<file path="src/sv/hcl_pkg.sv">
// Shared constants and types of the RGB / hue-chroma-luma converter.
package hcl_pkg;

  localparam int NStg      = 7;
  localparam int HueSector = 3840;
  localparam int HueFull   = 23040;
  localparam int DivStg    = 5;
  localparam int DivStep   = 3;
  localparam int QW        = DivStg * DivStep;

  localparam logic DirFwd = 1'b0;
  localparam logic DirRev = 1'b1;

  localparam logic RegDirection = 1'b0;

  typedef logic [NStg-1:0] stage_en_t;

  typedef struct packed {
    logic [14:0] hue;
    logic [12:0] chroma;
    logic [12:0] luma;
  } hcl_t;

  typedef struct packed {
    logic [7:0] red;
    logic [7:0] green;
    logic [7:0] blue;
  } rgb_t;

endpackage

</file>
<file path="src/sv/hcl_fwd.sv">
// Forward path: RGB bytes to hue, chroma and Rec.601 luma.
module hcl_fwd import hcl_pkg::*; (
  input  logic       clk,
  input  stage_en_t  en,
  input  logic [7:0] red_in,
  input  logic [7:0] green_in,
  input  logic [7:0] blue_in,
  output hcl_t       res
);

  localparam logic [26:0] LumaRecip = 27'((64'd1 << 41) / 31875);

  logic [7:0] r_r, g_r, b_r;

  always_ff @(posedge clk) begin
    if (en[0]) begin
      r_r <= red_in;
      g_r <= green_in;
      b_r <= blue_in;
    end
  end

  // stage 2: extremes, hue numerator, weighted sum, chroma
  logic [7:0]         mx, mn, dd;
  logic [1:0]         which;
  logic signed [8:0]  sd;
  logic [2:0]         kk;
  logic signed [24:0] num_s;
  logic [17:0]        wsum;
  logic [11:0]        d16;
  logic [12:0]        t1, t2, chroma_c;

  always_comb begin
    mx = r_r;
    mn = r_r;
    which = 2'd0;
    if (g_r < mn) mn = g_r;
    if (b_r < mn) mn = b_r;
    if (g_r > mx) begin
      mx = g_r;
      which = 2'd1;
    end
    if (b_r > mx) begin
      mx = b_r;
      which = 2'd2;
    end
    dd = mx - mn;
    unique case (which)
      2'd1: begin
        sd = $signed({1'b0, b_r}) - $signed({1'b0, r_r});
        kk = 3'd2;
      end
      2'd2: begin
        sd = $signed({1'b0, r_r}) - $signed({1'b0, g_r});
        kk = 3'd4;
      end
      default: begin
        sd = $signed({1'b0, g_r}) - $signed({1'b0, b_r});
        kk = 3'd0;
      end
    endcase
    num_s = $signed(25'(HueSector)) * 25'(sd)
          + $signed({2'b00, 23'(kk) * 23'(HueSector) * 23'(dd)});
    if (num_s < 0) num_s = num_s + $signed({2'b00, 23'(HueFull) * 23'(dd)});
    wsum = 18'(299) * 18'(r_r) + 18'(587) * 18'(g_r) + 18'(114) * 18'(b_r);
    // chroma = 16d + floor(16d / 255)
    d16 = {dd, 4'b0000};
    t1 = 13'(d16) + 13'd1;
    t2 = t1 + (t1 >> 8);
    chroma_c = 13'(d16) + (t2 >> 8);
  end

  logic [22:0] num_r;
  logic [7:0]  d2_r;
  logic        gray2_r;
  logic [17:0] wsum2_r;
  logic [12:0] chroma2_r;

  always_ff @(posedge clk) begin
    if (en[1]) begin
      num_r     <= num_s[22:0];
      d2_r      <= dd;
      gray2_r   <= (dd == 8'd0);
      wsum2_r   <= wsum;
      chroma2_r <= chroma_c;
    end
  end

  // restoring divider, DivStep quotient bits per stage
  logic [7:0]    rem_r  [DivStg];
  logic [QW-1:0] lo_r   [DivStg];
  logic [QW-1:0] q_r    [DivStg];
  logic [7:0]    dv_r   [DivStg];
  logic          gray_r [DivStg];
  logic [12:0]   ch_r   [DivStg];

  for (genvar j = 0; j < DivStg; j++) begin : g_div
    logic [7:0]    rem_i, d_i, rem_nxt;
    logic [QW-1:0] lo_i, q_i, lo_nxt, q_nxt;
    logic          gray_i;
    logic [12:0]   ch_i;
    logic [8:0]    t;

    if (j == 0) begin : g_first
      assign rem_i  = num_r[22:QW];
      assign lo_i   = num_r[QW-1:0];
      assign q_i    = '0;
      assign d_i    = d2_r;
      assign gray_i = gray2_r;
      assign ch_i   = chroma2_r;
    end else begin : g_next
      assign rem_i  = rem_r[j-1];
      assign lo_i   = lo_r[j-1];
      assign q_i    = q_r[j-1];
      assign d_i    = dv_r[j-1];
      assign gray_i = gray_r[j-1];
      assign ch_i   = ch_r[j-1];
    end

    always_comb begin
      rem_nxt = rem_i;
      lo_nxt  = lo_i;
      q_nxt   = q_i;
      t       = '0;
      for (int s = 0; s < DivStep; s++) begin
        t = {rem_nxt, lo_nxt[QW-1]};
        lo_nxt = {lo_nxt[QW-2:0], 1'b0};
        if (t >= {1'b0, d_i}) begin
          rem_nxt = 8'(t - {1'b0, d_i});
          q_nxt = {q_nxt[QW-2:0], 1'b1};
        end else begin
          rem_nxt = t[7:0];
          q_nxt = {q_nxt[QW-2:0], 1'b0};
        end
      end
    end

    always_ff @(posedge clk) begin
      if (en[2+j]) begin
        rem_r[j]  <= rem_nxt;
        lo_r[j]   <= lo_nxt;
        q_r[j]    <= q_nxt;
        dv_r[j]   <= d_i;
        gray_r[j] <= gray_i;
        ch_r[j]   <= ch_i;
      end
    end
  end

  // luma = floor(S * 512 / 31875) by reciprocal and one correction
  logic [44:0] lprod3_r;
  logic [17:0] wsum3_r;
  logic [12:0] lest4_r;
  logic [27:0] lrem4_r;
  logic [12:0] luma5_r, luma6_r, luma7_r;
  logic [12:0] lest;

  assign lest = lprod3_r[44:32];

  always_ff @(posedge clk) begin
    if (en[2]) begin
      lprod3_r <= 45'(wsum2_r) * 45'(LumaRecip);
      wsum3_r  <= wsum2_r;
    end
    if (en[3]) begin
      lest4_r <= lest;
      lrem4_r <= 28'({wsum3_r, 9'b0}) - 28'(lest) * 28'(31875);
    end
    if (en[4]) luma5_r <= lest4_r + 13'(lrem4_r >= 28'd31875);
    if (en[5]) luma6_r <= luma5_r;
    if (en[6]) luma7_r <= luma6_r;
  end

  assign res.hue    = gray_r[DivStg-1] ? '0 : q_r[DivStg-1];
  assign res.chroma = ch_r[DivStg-1];
  assign res.luma   = luma7_r;

endmodule

</file>
<file path="config.mk">
export PLATFORM = sky130hd
export DESIGN_NAME = hcl_fwd
export DESIGN_NICKNAME = d
export VERILOG_FILES = /design/src/sv/hcl_pkg.sv /design/src/sv/hcl_fwd.sv
export SDC_FILE = /design/constraint.sdc
export NUM_CORES = 2
export LEC_CHECK = 0
export BUFFER_PORTS_ARGS = -buffer_cell sky130_fd_sc_hd__clkbuf_2
export CAP_MARGIN = 30
export CORE_MARGIN = 2
export CORE_UTILIZATION = 45
export CTS_CLUSTER_SIZE = 25
export DETAILED_ROUTE_END_ITERATION = 6
export GPL_ROUTABILITY_DRIVEN = 0
export HOLD_SLACK_MARGIN = 0.03
export PLACE_DENSITY_LB_ADDON = 0.08
export SETUP_SLACK_MARGIN = 0.3
export SLEW_MARGIN = 40
export SYNTH_ARGS = -nofsm -noshare
export SYNTH_HDL_FRONTEND = slang
export SYNTH_SLANG_ARGS = --single-unit
</file>
<file path="constraint.sdc">
create_clock -name clk -period 12.2 [get_ports clk]
set_clock_uncertainty 0.05 [all_clocks]
set_input_delay 1.83 -clock clk [delete_from_list [all_inputs] [get_ports clk]]
set_output_delay 1.83 -clock clk [all_outputs]
set_load 0.02 [all_outputs]
</file>
==> impl_metrics.ini <==
[clock_network]
cts_tree = yes
clk_latency_ns = 0.59
cts-buffers-inserted = 45
cts_max_level = 2
clk_path_buf_depth = 3
clk_pin_slew_worst_paths_ns = 0.06
cts_sinks = 373
clockRootBuffer = clkbuf_16

[min_path]
holdCritStartpoint = ch_r[0][0]
hold_class = register to register

[setup_path]
start_kind = register
cp_data_required_time_ns = 12.48
crit_fanout = 15
r2r-start = g_r[0]
max_stage_delay_ns = 0.57
worstSetupStartpoint = g_r[0]
setup.worst_path.end_class = register
crit_type = register to register
arrival_ns = 11.44
slowest_stage = edfxtp_1
cp_common_cell = ha_1

[global_route]
grt_pass1_wl_mm = 133.9
grt_usage_pct = 19.59
grt_max_degree = 69
grt_pass1_vias = 25750
overflow = 0
grt_antenna_before_repair = 1

[synthesis]
yosys_warnings = 0
synth_mux_area_share_pct = 2.464
synth-seq-cells = 373
yosys.cell_count.top_type = ha_1
synth_compound_gate_area_share_pct = 10.13
synthFlopType = edfxtp_1
synthesis.area_um2 = 37110
synth_top_family_by_area = adder cells
avgSynthCellArea_um2 = 10.77
ys_seq_area_share_pct = 30.18
async_flop_share_pct = 0
synthDistinctLibCells = 80
netlist.area_leader.share_pct = 30.18
synth-xor-area-share_pct = 4.743
synthTopCellsByCount = ha_1 (645), inv_1 (644), edfxtp_1 (373)
synth.largest_area_cell = edfxtp_1
synth-edff-count = 373
synth-simple-area-share_pct = 7.926
synth_cells = 3446
yosys.area_share.adder_pct = 37.44
synthTopCellsByArea = edfxtp_1 (30%), ha_1 (22%), fa_1 (16%), inv_1 (6.5%), xnor2_1 (3.2%)

[timing]
drv_slew = 0
period_share_pct = 91.47
max_freq_mhz = 89.61
setup_tns_ns = 0
fin_ws_ns = 1.040
tightest_slew_ns = 0.7606
hold_violations = 0
setup_viol = 0
period_needed_ns = 11.16
slew_headroom_pct = 47.84
rsz0062_at_grt = no

[route]
drt_wl_total_mm = 81.36
drt-wirelength-per-cell_um = 17.44
vias = 24360
drtAntennaViolNets = 0
drc = 0
drt_iter0_markers = 1237
dr.pass1.iters = 5
viasPerCell = 5.220

[layout]
antennaDiodeCount = 0
drive_gt1_share_pct = 7.564
final_cells = 4666
design_area_um2 = 40430
nNetsFinal = 4530
fillers = 7423
syn_to_final_growth_pct = 8.937

[die]
die_w_um = 291.2
initial_core_util_pct = 45.35
io_pins = 73
dieArea_um2 = 84790
die_y_um = 291.2
num_rows = 105
core_area_um2 = 81850

[status]
outcome = completed

[placement]
dp_slack_ns = 0.3734
place_area_um2 = 38830
dp.cells = 4577
dp_hpwl_mm = 66.76
port_buffers = 72

[run]
maxCapViolations = 0
[final timing paths]
kind	to	slack [ns]	depth (start not counted)
min	ch_r[0][13]	0.35	0
max reg2reg	num_r[22]	1.04	46
max	num_r[22]	1.04	46
min reg2reg	ch_r[0][13]	0.35	0
[cells by family after synthesis]
kind of cell | count (synthesis)
AO/OA/AOI/OAI | 580
XOR/XNOR | 197
adder cells (fa/ha/maj) | 936
buffers and inverters | 687
flip-flops | 373
multiplexers | 80
other | 2
AND/OR/NAND/NOR | 591
[metal layers]
layer / vias up / track usage [%] / wire (um)
met5: - / 0 / 0
met4: 0 / 4.031 / 1555
met3: 96 / 2.230 / 2722
met2: 398 / 35.03 / 40170
met1: 11810 / 25.54 / 36910
li1: 12050 / - / -
[critical path: cells and delay by family, from the launching register on]
| family | cells | cell delay, ns |
|---|---|---|
| adder cells (fa/ha/maj) | 10 | 3.51 |
| AND/OR/NAND/NOR | 13 | 2.08 |
| buffers and inverters | 2 | 0.38 |
| flip-flops | 1 | 0.57 |
| AO/OA/AOI/OAI | 14 | 2.89 |
| XOR/XNOR | 5 | 0.86 |
| multiplexers | 2 | 0.52 |
[cells in the final DEF (no fill, tap or decap), types with 16 or more instances in the layout]
cell       instances
a21boi_0          25
a21o_1            60
a21oi_1          167
and3_1            22
buf_4             31
clkbuf_16         45
clkbuf_2          70
edfxtp_1         373
fa_1             291
ha_1             645
inv_1            644
mux2_2            44
mux2i_1           24
nand2_1          109
nand2b_1          36
nand3_1           39
nand4_1           21
nor2_1           182
nor2b_1           65
nor3_1            33
o21a_1            35
o21ai_0          136
o21bai_1          26
or2_2             16
xnor2_1          135
xor2_1            58
[flip-flops by register name, summed over array words and instances, names as in the netlist, 13 cells and up]
signal / flops
lrem4_r: 27
luma5_r: 13
ch_r: 65
luma7_r: 13
chroma2_r: 13
dv_r: 32
wsum2_r: 18
wsum3_r: 18
rem_r: 32
luma6_r: 13
lprod3_r: 13
num_r: 15
lest4_r: 13
q_r: 45
[per-stage QoR]
step	hold WS (ns)	utilization, %
floorplan	0.3503	-
global route	0.3560	49.40
global placement	0.3507	47.43
detailed placement	0.3545	47.45
finish	0.3519	49.40
CTS	0.3491	49.25
[cell type report]
type | count | area (um2) | share of cell area (%)
flip-flops and latches | 373 | 11200 | 27.70
clock buffers | 52 | 1152 | 2.850
repair buffers | 105 | 621.8 | 1.538
inverters | 645 | 2421 | 5.988
clock inverters | 29 | 319.1 | 0.7891
multi-input cells | 2392 | 23380 | 57.82
well taps | 1070 | 1339 | 3.311
[repair_timing]
action | CTS | global route
hold buffers | 0 | 0
endpoints found under the setup margin | 0 | 14
resized for setup | 0 | 15
setup buffers | 0 | 8
Power is not shown: default switching activity piles up to over one toggle a cycle in this logic, so the estimate is an artifact.
